==> config.mk <==
export PLATFORM = sky130hd
export DESIGN_NAME = sor_front
export DESIGN_NICKNAME = d
export VERILOG_FILES = /design/src/rtl/sor_pkg.sv /design/src/rtl/sor_front.sv
export SDC_FILE = /design/constraint.sdc
export NUM_CORES = 1
export LEC_CHECK = 0
export ABC_AREA = 1
export BUFFER_PORTS_ARGS = -buffer_cell sky130_fd_sc_hd__buf_2
export CORE_AREA = 2 2 90 92
export DETAILED_ROUTE_END_ITERATION = 10
export DIE_AREA = 0 0 92 94
export PLACE_DENSITY = 0.61
export SYNTH_ARGS = -nofsm -noshare
export SYNTH_HDL_FRONTEND = slang
export SYNTH_SLANG_ARGS = --single-unit
==> constraint.sdc <==
create_clock -name vclk -period 2
set_input_delay 0.4 -clock vclk [all_inputs]
set_output_delay 0.4 -clock vclk [all_outputs]
set_load 0.03 [all_outputs]
==> src/rtl/sor_pkg.sv <==
// ----------------------------------------------------------------------------
// sor_pkg
// Shared types, codes and helper functions of the orbit representative core.
// ----------------------------------------------------------------------------
`default_nettype none

package sor_pkg;

    // default sizes of the mask store
    localparam int MAX_GROUP_DEF  = 256;
    localparam int MAX_STAGES_DEF = 11;

    // depth of the queue between front and back
    localparam int QDEPTH = 2;

    // item opcodes
    localparam logic [1:0] OP_LOAD_MASK  = 2'd0;
    localparam logic [1:0] OP_LOAD_SHIFT = 2'd1;
    localparam logic [1:0] OP_CLASSIFY   = 2'd2;

    // configuration register indexes
    localparam logic [1:0] REG_BITS_IN_USE = 2'd0;
    localparam logic [1:0] REG_SPIN_INV    = 2'd1;
    localparam logic [1:0] REG_GROUP_COUNT = 2'd2;
    localparam logic [1:0] REG_STAGE_COUNT = 2'd3;

    // reset values of the configuration registers
    localparam logic [6:0] BITS_IN_USE_RST = 7'd64;
    localparam logic [8:0] GROUP_COUNT_RST = 9'd1;

    // queued command from front to back
    typedef struct packed {
        logic [1:0]  op;
        logic [7:0]  gidx;
        logic [3:0]  sidx;
        logic [63:0] data;
    } sor_cmd_t;

    // configuration seen by the back end
    typedef struct packed {
        logic [6:0] bits_in_use;
        logic       spin_inversion_on;
        logic [8:0] group_count;
        logic [3:0] stage_count;
    } sor_cfg_t;

    // one delta-swap stage
    function automatic logic [63:0] sor_swap(input logic [63:0] v, input logic [63:0] m,
                                             input logic [5:0] d);
        logic [63:0] t;
        t = ((v >> d) ^ v) & m;
        return (v ^ t) ^ (t << d);
    endfunction

    // inversion mask with the low bits set
    function automatic logic [63:0] sor_inv_mask(input logic [6:0] bits);
        logic [63:0] m;
        if (bits >= 7'd64) begin
            m = '1;
        end
        else begin
            m = (64'd1 << bits[5:0]) - 64'd1;
        end
        return m;
    endfunction

endpackage

`default_nettype wire

==> src/rtl/sor_front.sv <==
// ----------------------------------------------------------------------------
// sor_front
// Accepts items, drops those that do nothing, and queues the rest.
// ----------------------------------------------------------------------------
`default_nettype none

module sor_front
    import sor_pkg::*;
#(
    parameter int MAX_GROUP  = MAX_GROUP_DEF,
    parameter int MAX_STAGES = MAX_STAGES_DEF
)
(
    input  wire logic        push,
    output logic             full,
    input  wire logic [1:0]  opcode,
    input  wire logic [7:0]  group_index,
    input  wire logic [3:0]  stage_index,
    input  wire logic [63:0] mask_word,
    input  wire logic [5:0]  shift_amount,
    input  wire logic [63:0] basis_state,
    input  wire logic        q_full,
    output logic             q_push,
    output sor_cmd_t         q_cmd
);

    logic keep;
    logic g_ok;
    logic s_ok;

    assign full = q_full;
    assign g_ok = (32'(group_index) < MAX_GROUP);
    assign s_ok = (32'(stage_index) < MAX_STAGES);

    // classify the item and build the queued command
    always_comb
    begin
        q_cmd.op   = opcode;
        q_cmd.gidx = group_index;
        q_cmd.sidx = stage_index;
        q_cmd.data = basis_state;
        keep       = 1'b0;
        case (opcode)
            OP_LOAD_MASK:
            begin
                keep       = g_ok && s_ok;
                q_cmd.data = mask_word;
            end
            OP_LOAD_SHIFT:
            begin
                keep       = s_ok;
                q_cmd.data = 64'(shift_amount);
            end
            OP_CLASSIFY:
            begin
                keep = 1'b1;
            end
            default:
            begin
                keep = 1'b0;
            end
        endcase
    end

    assign q_push = push && !q_full && keep;

endmodule

`default_nettype wire

Yosys cells after proc, flatten, opt, wreduce, memory -nomap -nowiden --
Index checks and enable logic that the tools add are counted.
Word-level totals: bits in latches 0, flip-flop bits (word level) 0, logic and storage cells 10, input port bits 150, memories kept 0, bits in writable memories 0, output and inout port bits 80, bits in read-only memories 0
Operators by class: reductions and logical operators 5, add/sub/neg operators 0, $lt $le $gt $ge 1, div/mod/pow operators 0, bitwise operators 0, shift-type cells 0, equal/unequal tests 2, muxes and demuxes 2, multipliers 0
Operators by type and width (count):
- $pmux W64 S2 | 1
- $lt A4 B4 Y1 const B | 1
- $eq A2 B1 Y1 const B | 1
- $eq A2 B2 Y1 const B | 1
- $logic_and A1 B1 Y1 | 2
- $logic_not A2 Y1 | 1
- $pmux W1 S2 | 1
- $reduce_or A2 Y1 | 1
- $logic_not A1 Y1 | 1

Depth between registers and ports, before layout --
word-level depth 4, mapped depth 5, gate-level depth less buffers 5

Worst setup path before layout --
No wires, ideal clock.
kind input to output, start in opcode[0], end out q_cmd[1] in the netlist's numbering, slack 0.508 ns, data arrival time 1.092 ns, required time 1.600 ns, buffers on the path 1, stages on the path 4, cell sequence nor2_4 buf_6 nand2_2 nand3_1
RTL lines:
- from (decl) | line sor_front.sv:16 | input wire logic [1:0] opcode,
- to (decl) | line sor_front.sv:24 | output sor_cmd_t q_cmd

==> flow_summary.ini <==
[status]
status = finished, final reports clean

[worst_setup_path]
crit_family = buffers and inverters
crit_required_ps = 1600
cp-end-kind = primary output
crit_start = opcode[1]
critPathKind = in -> out
crit_fanout = 39
slowest_delay_ps = 350
crit_chain = buf_2, buf_4, nand2_1, nand3_1, buf_2
worstSetupStartpointType = primary input
cp_slowest_cell = buf_4
critPathBufInv = 3
cp.arrival_ps = 1310
path_common_cell = buf_2

[sta]
timing.fmax_mhz = 585.0
fin_tns_setup_ps = 0
period_share_pct = 85.47
setup_viol_count_final = 0
finalHoldViolCount = 0
fin_crit_ps = 1709
grt_setup_unrepaired = no
slew_headroom_pct = 75.61
tightest_slew_ps = 365.8
maxSlewViolCount = 0

[placed_design]
placed_cells = 534
io_buffers = 214
dp_hpwl_mm = 4.166
postPlaceCellArea_mm2 = 0.002064
gp_congestion = 0.6885

[drt]
vias = 2021
drt_iter0_drc = 21
wl_per_cell_um = 9.199
dr.pass1.iters = 4
drc = 0
top_layer_used = met4
wl_met1_mm = 1.800
wl_met3_um = 509
ant_nets = 0
vias_per_cell = 3.785
wirelength_mm = 4.912
dr_wl_met2_mm = 2.571

[logic_synthesis]
synth.distinct_cells = 9
synth_warnings = 0
yosysTopAreaCellShare_pct = 69.59
mappedNetlistNets = 392
syn_inst = 242
syn_avg_cell_area_um2 = 4.369
synth_top_area_cell = nand2_1
netlist_top_cells_count = nand2_1 (196), buf_4 (20), buf_6 (7)
synth.most_common_cell = nand2_1
ys_seq_area_share_pct = 0
synthTopCellsByArea = nand2_1 (70%), buf_4 (14%), buf_6 (7.5%), nand3_1 (2.8%), inv_1 (2.1%)
syn_area_mm2 = 0.001057

[floorplanning]
io_pins = 230
die_y_um = 94
dieArea_mm2 = 0.008648
die_x_um = 92
row_count = 32
placeableCoreArea_mm2 = 0.007607
start_util_pct = 13.90

[min_path]
hp-start = group_index[0]
min_path_type = in -> out

[pwr]
total_power_mw = 0.6151
max-vdd-ir-drop_mv = 0.07369
powerDensity_mw_per_mm2 = 297.9
p_leak_nw = 1.506

[global_routing]
grt_max_degree = 65
grt_pass1_vias = 1671
track_usage_pct = 9.655
antenna_found_initial = 0
overflow = 0
grt_pass1_wl_mm = 7.272

[cells_and_area]
drive_gt1_share_pct = 51.16
design_area_mm2 = 0.002064
seq_cells = 0
area_delta_synth_final_pct = 95.27
fin_nets = 584
regArea_um2 = 0
layout.cells.non_filler = 534
post-route-util_pct = 27.14
diodes = 0
multi_input_area_um2 = 800.8
clockBufferCount = 0
fillers = 903

[clock_tree]
hold_buffers = 0
postCtsSetupRepairBufs = 0
cts_resized = 0

[job]
max_cap_viol_count = 0
path summary, 6_finish.rpt:
kind,endpoint,slack [ps],cells after the start
setup / recovery,q_cmd[5],290,5
hold / removal,q_cmd[68],800,0
cell usage in the layout, fill, tap and decap left out, drive strengths merged:
cell / instances
buf: 218
nor2: 4
nand3: 6
nand2: 198
inv: 6
routing by layer:
layer / vias to the layer above / GRT usage [%]
met3: 4 / 1.766
met5: - / 0
met1: 827 / 10.26
li1: 1079 / -
met4: 0 / 0.8706
met2: 111 / 20.16
where the power goes:
group	switching, mW	internal (mW)	leakage (nW)
combinational	0.393	0.222	1.51
sequential	0	0	0
clock	0	0	0
area by class of cell:
type	count	area share (%)
multi-input cells	208	38.79
repair buffers	218	53.94
inverters	6	1.091
well taps	102	6.182
logic make-up (layout without fill, tap and decap cells):
group                  after synthesis  in the layout  synth area share, %
AND/OR/NAND/NOR                    208            208                75.74
buffers and inverters               34            224                24.26
per-stage QoR:
step / hold slack, ps / worst slack, ps
floorplan: 931.7 / 507.7
global placement: 800.2 / 310.3
detailed placement: 800.2 / 276.0
CTS: 800.2 / 275.4
global route: 800.1 / 165.0
finish: 800.0 / 290.7
No activity file was read; power rests on OpenSTA's default activity.
