--- config.mk ---
export PLATFORM = sky130hd
export DESIGN_NAME = sor_fifo
export DESIGN_NICKNAME = d
export VERILOG_FILES = /design/src/rtl/sor_pkg.sv /design/src/rtl/sor_fifo.sv
export SDC_FILE = /design/constraint.sdc
export NUM_CORES = 1
export LEC_CHECK = 0
export ABC_AREA = 1
export BUFFER_PORTS_ARGS = -buffer_cell sky130_fd_sc_hd__buf_4
export CORE_ASPECT_RATIO = 0.5
export CORE_UTILIZATION = 35
export CTS_CLUSTER_DIAMETER = 120
export DETAILED_ROUTE_END_ITERATION = 8
export HOLD_SLACK_MARGIN = 0.12
export PLACE_DENSITY = 0.64
export RECOVER_POWER = 50
export SETUP_SLACK_MARGIN = 0.02
export SLEW_MARGIN = 20
export SYNTH_ARGS = -nofsm -noshare
export SYNTH_HDL_FRONTEND = slang
export SYNTH_SLANG_ARGS = --single-unit
--- constraint.sdc ---
create_clock -name clk -period 5.1 [get_ports clk]
set_input_delay 0.255 -clock clk [delete_from_list [all_inputs] [get_ports clk]]
set_output_delay 0.255 -clock clk [all_outputs]
set_load 0.01 [all_outputs]
--- src/rtl/sor_pkg.sv ---
// ----------------------------------------------------------------------------
// sor_pkg
// Shared types, codes and helper functions of the orbit representative core.
// ----------------------------------------------------------------------------
`default_nettype none

package sor_pkg;

    // default sizes of the mask store
    localparam int MAX_GROUP_DEF  = 256;
    localparam int MAX_STAGES_DEF = 11;

    // depth of the queue between front and back
    localparam int QDEPTH = 2;

    // item opcodes
    localparam logic [1:0] OP_LOAD_MASK  = 2'd0;
    localparam logic [1:0] OP_LOAD_SHIFT = 2'd1;
    localparam logic [1:0] OP_CLASSIFY   = 2'd2;

    // configuration register indexes
    localparam logic [1:0] REG_BITS_IN_USE = 2'd0;
    localparam logic [1:0] REG_SPIN_INV    = 2'd1;
    localparam logic [1:0] REG_GROUP_COUNT = 2'd2;
    localparam logic [1:0] REG_STAGE_COUNT = 2'd3;

    // reset values of the configuration registers
    localparam logic [6:0] BITS_IN_USE_RST = 7'd64;
    localparam logic [8:0] GROUP_COUNT_RST = 9'd1;

    // queued command from front to back
    typedef struct packed {
        logic [1:0]  op;
        logic [7:0]  gidx;
        logic [3:0]  sidx;
        logic [63:0] data;
    } sor_cmd_t;

    // configuration seen by the back end
    typedef struct packed {
        logic [6:0] bits_in_use;
        logic       spin_inversion_on;
        logic [8:0] group_count;
        logic [3:0] stage_count;
    } sor_cfg_t;

    // one delta-swap stage
    function automatic logic [63:0] sor_swap(input logic [63:0] v, input logic [63:0] m,
                                             input logic [5:0] d);
        logic [63:0] t;
        t = ((v >> d) ^ v) & m;
        return (v ^ t) ^ (t << d);
    endfunction

    // inversion mask with the low bits set
    function automatic logic [63:0] sor_inv_mask(input logic [6:0] bits);
        logic [63:0] m;
        if (bits >= 7'd64) begin
            m = '1;
        end
        else begin
            m = (64'd1 << bits[5:0]) - 64'd1;
        end
        return m;
    endfunction

endpackage

`default_nettype wire

--- src/rtl/sor_fifo.sv ---
// ----------------------------------------------------------------------------
// sor_fifo
// Short command queue between the front and the back end.
// ----------------------------------------------------------------------------
`default_nettype none

module sor_fifo
    import sor_pkg::*;
(
    input  wire logic     clk,
    input  wire logic     rst_n,
    input  wire logic     wr,
    input  wire sor_cmd_t wdata,
    output logic          full,
    input  wire logic     rd,
    output sor_cmd_t      rdata,
    output logic          valid
);

    localparam int QAW = (QDEPTH > 1) ? $clog2(QDEPTH) : 1;

    sor_cmd_t         store_reg [QDEPTH];
    logic [QAW-1:0]   wp_reg, wp_next;
    logic [QAW-1:0]   rp_reg, rp_next;
    logic [QAW:0]     cnt_reg, cnt_next;

    assign full  = (32'(cnt_reg) == QDEPTH);
    assign valid = (cnt_reg != '0);
    assign rdata = store_reg[rp_reg];

    // pointer and count update
    always_comb
    begin
        wp_next  = wp_reg;
        rp_next  = rp_reg;
        cnt_next = cnt_reg;
        if (wr)
        begin
            wp_next = (32'(wp_reg) == QDEPTH - 1) ? '0 : wp_reg + 1'b1;
        end
        if (rd)
        begin
            rp_next = (32'(rp_reg) == QDEPTH - 1) ? '0 : rp_reg + 1'b1;
        end
        if (wr && !rd)
        begin
            cnt_next = cnt_reg + 1'b1;
        end
        else if (rd && !wr)
        begin
            cnt_next = cnt_reg - 1'b1;
        end
    end

    always_ff @(posedge clk or negedge rst_n)
    begin
        if (!rst_n)
        begin
            wp_reg  <= '0;
            rp_reg  <= '0;
            cnt_reg <= '0;
        end
        else
        begin
            wp_reg  <= wp_next;
            rp_reg  <= rp_next;
            cnt_reg <= cnt_next;
        end
    end

    // entry storage
    always_ff @(posedge clk)
    begin
        if (wr)
        begin
            store_reg[wp_reg] <= wdata;
        end
    end

endmodule

`default_nettype wire

# Yosys cells after proc, flatten, opt, wreduce, memory -nomap -nowiden
# Memory sizes are Yosys's and may differ from the RTL's.
# Cells that the tools add are included.
[totals]
register_bits = 4
out_inout_bits = 80
ram_bits = 156
mem_count = 1
in_bits = 82
wordCells = 21
[memory_table]
columns = ["name", "depth", "width", "rd", "rd_clocked_by_memory_dff", "wr", "line_no", "rtl"]
rows = [
  ["store_reg", 2, 78, 1, 0, 1, "sor_fifo.sv:22", "sor_cmd_t store_reg [QDEPTH];"],
]
[op_classes]
reduce_logical = 6
mux = 6
addsub = 4
n_eq_ne = 1
[op_table]
columns = ["operator", "n"]
rows = [
  ["1-bit 2-to-1 mux", 4],
  ["2-bit 2-to-1 mux", 2],
  ["2-bit nonzero test", 2],
  ["1-bit adder (second input constant)", 2],
  ["2-bit by 1-bit adder with 2-bit output (second input constant)", 1],
  ["2-bit == test (second input constant)", 1],
  ["1-bit logical AND", 2],
  ["1-bit zero test", 2],
  ["2-bit by 1-bit subtractor with 2-bit output (second input constant)", 1],
]

# Logic depth before layout (Yosys ltp)
[depth]
word_depth = 4
ltp_mapped = 7
depth_no_buf = 7

# Worst setup path after synthesis
# OpenSTA, ideal clock, no wires.
[synth_timing]
kind = "register to register"
startpoint = "register wp_reg"
endpoint = "memory store_reg[0][0] (netlist name) (enable)"
required_ps = 4583
stages_incl_launch_ff = 2
arrival_ps = 3665
path_slack_ps = 918
path_cell_list = "dfrtp_1 -> nor2_1"
[synth_rtl]
columns = ["item", "line_no", "rtl"]
rows = [
  ["start: declaration", "sor_fifo.sv:23", "logic [QAW-1:0] wp_reg, wp_next;"],
  ["start signal: assignment", "sor_fifo.sv:65", "wp_reg <= wp_next;"],
  ["end: declaration", "sor_fifo.sv:22", ""],
]
# No word-level cell before the write port.

==> impl_metrics.ini <==
[worst_setup_path]
cp_top_family = flip-flops
cp_slowest_cell = dfrtp_1
cp_cell_sequence = buf_4 -> mux2_2 -> buf_4
cp_slowest_stage_delay_ns = 1.67
path_class = reg2out
cp_max_fo = 42
cp_data_arrival_time_ns = 3.38
critPathRequiredTime_ns = 4.85
crit_buf_inv = 2
worst_path_most_repeated_cell = buf_4
crit_path_start_kind = flop
r2r_slack_ns = 2.21
rr_startpoint = wp_reg
timing.rr.end = store_reg[0][37]
rr_worst_depth = 2
critPathCaptureType = output port

[routing]
dr.pass1.iters = 4
drc = 0
vias = 3333
met1_length_um = 4730
dr_wl_met3_um = 309
viasPerCell = 4.36
ant_nets = 0
drt_iter0_drc = 164
wl_met2_um = 6650
wl_um = 11800
avgRoutedWirePerCell_um = 15.4
routed.top_layer = met4

[synth]
synth.avg_cell_area_um2 = 21.9
syn_inst = 268
yosysUniqueCellTypes = 14
synthesis.nets = 351
ys_seq_area_share_pct = 81.5
ys_ff_latch = 160
yosys_warnings = 0
syn_area_um2 = 5870

[timing]
finalClockSkew_ns = 0.00821
fmax_mhz = 275
hold_violations = 0
finalCriticalPeriod_ns = 3.64
worst_pin_slew_ns = 2.13
final.period_utilization_pct = 71.3
tns_ns = 0
setup_viol = 0
drv_slew = 140
rsz0062_at_grt = no
relSlewSlack_pct = -42.1

[global_routing]
grt-ovfl-total = 0
grt_pass1_wl_um = 18100
first_global_vias = 3522
antenna_found_initial = 0
grt_max_degree = 79
grt.total_usage_pct = 14.3

[clocking]
clockBufferDepth = 2
tritoncts = built
clk_latency_ns = 0.41
htreeDepth = 4
root_buffer = clkbuf_16
numCtsBuffers = 17
cts_resized = 0
clkTransAtPathRegs_ns = 0.06
cts_hold_buffers = 81
cts_setup_buffers = 0
cts_sinks = 160

[placed_design]
post_dp_cell_area_um2 = 7370
port_buffers = 161
gp_congestion = 0.711
dpl.hpwl_um = 7350

[pwr]
finalPower_mw = 4.36
leakagePower_nw = 3.28
power.density_nw_per_um2 = 503
peakVddDrop_v = 0.000280

[layout]
final-seq-area_um2 = 4780
mostFrequentLayoutCells = 156 x edfxtp_1, 82 x buf_4, 81 x dlygate4sd3_1
layout.cells.most_common = edfxtp_1
n_antenna_cell = 0
final_cell_area_um2 = 8670
finalNetCount = 608
largest_register_ffs = 156
area_growth_pct = 47.6
fillers = 1353
multi_input_area_um2 = 996
drive_above_1_share_pct = 49.1

[outcome]
violations = max-capacitance violations, max-slew violations
outcome = finished with violations

[floorplanning]
dieArea_um2 = 17300
io_pins = 162
rows = 33
fp.coreArea_um2 = 16400
die_h_um = 93.6
die_w_um = 185
initial_core_util_pct = 35.8

[worst_hold_path]
hp-class = in2async

[flow_run]
maxCapViolations = 3
-- cells in the mapped netlist --
master    instances  area share (%)
xor2_1            2            0.30
buf_2             6            0.51
edfxtp_1        156              80
mux2_2           68              13
ha_1              1            0.21
nand3_1           1           0.085
dfrtp_1           4             1.7
nand2_1           6            0.38
buf_6             3            0.58
nor2_1            2            0.13
xnor2_1           1            0.15
mux2_4           10             2.6
inv_1             7            0.45
nand4_1           1            0.11
-- stage by stage --
stage               hold WS (ns)  utilization (%)  std cells  setup WS (ns)
global route               0.220             52.9        765           1.25
CTS                        0.158             53.2        765           2.34
finish                     0.231             52.9        765           1.46
global placement          0.0557             44.8        651           2.71
detailed placement        0.0574             45.0        652           2.78
floorplan                -0.0406                -        268          0.918
-- worst register-to-register path: stages (launching register included) --
cell and delay (ns):
dfrtp_1 0.40, nor2_1 1.48, buf_4 0.62
-- kinds of logic after synthesis --
| group | count (synthesis) | share of synthesized area, % |
|---|---|---|
| mux | 78 | 15.6 |
| fa+ha+maj | 1 | 0.213 |
| buf+inv | 16 | 1.53 |
| simple gates | 10 | 0.703 |
| flops | 160 | 81.5 |
| xor+xnor | 3 | 0.448 |
-- where the power goes --
group	switching (mW)	leakage (nW)	internal, mW	total (mW)
combinational	0.589	1.51	0.729	1.32
sequential	0.130	1.51	1.75	1.88
clock	0.526	0.251	0.632	1.16
total	1.24	3.28	3.11	4.36
-- per-layer routing --
metal,track usage [%],vias to the layer above
met4,4.82,0
met2,26.8,54
li1,-,1571
met5,0,-
met3,3.66,13
met1,15.6,1695
-- how the worst max path moves through the flow --
stage / start / endpoint / cells after the start
6_report: rp_reg / rdata[57] / 3
4_1_cts: rp_reg / rdata[57] / 3
5_1_grt: rp_reg / rdata[63] / 3
3_3_place_gp: wp_reg / store_reg[0][33] / 2
3_5_place_dp: rp_reg / rdata[57] / 3
2_1_floorplan: wp_reg / store_reg[0][0] / 1
-- layout make-up --
class | count | area share (%)
timing repair buffer | 247 | 23.5
inverter | 7 | 0.303
multi-input combinational | 92 | 11.5
clock inverter | 13 | 1.21
tap | 227 | 3.28
clock buffer | 19 | 5.00
sequential | 160 | 55.2
(Power assumes the default switching activity.)
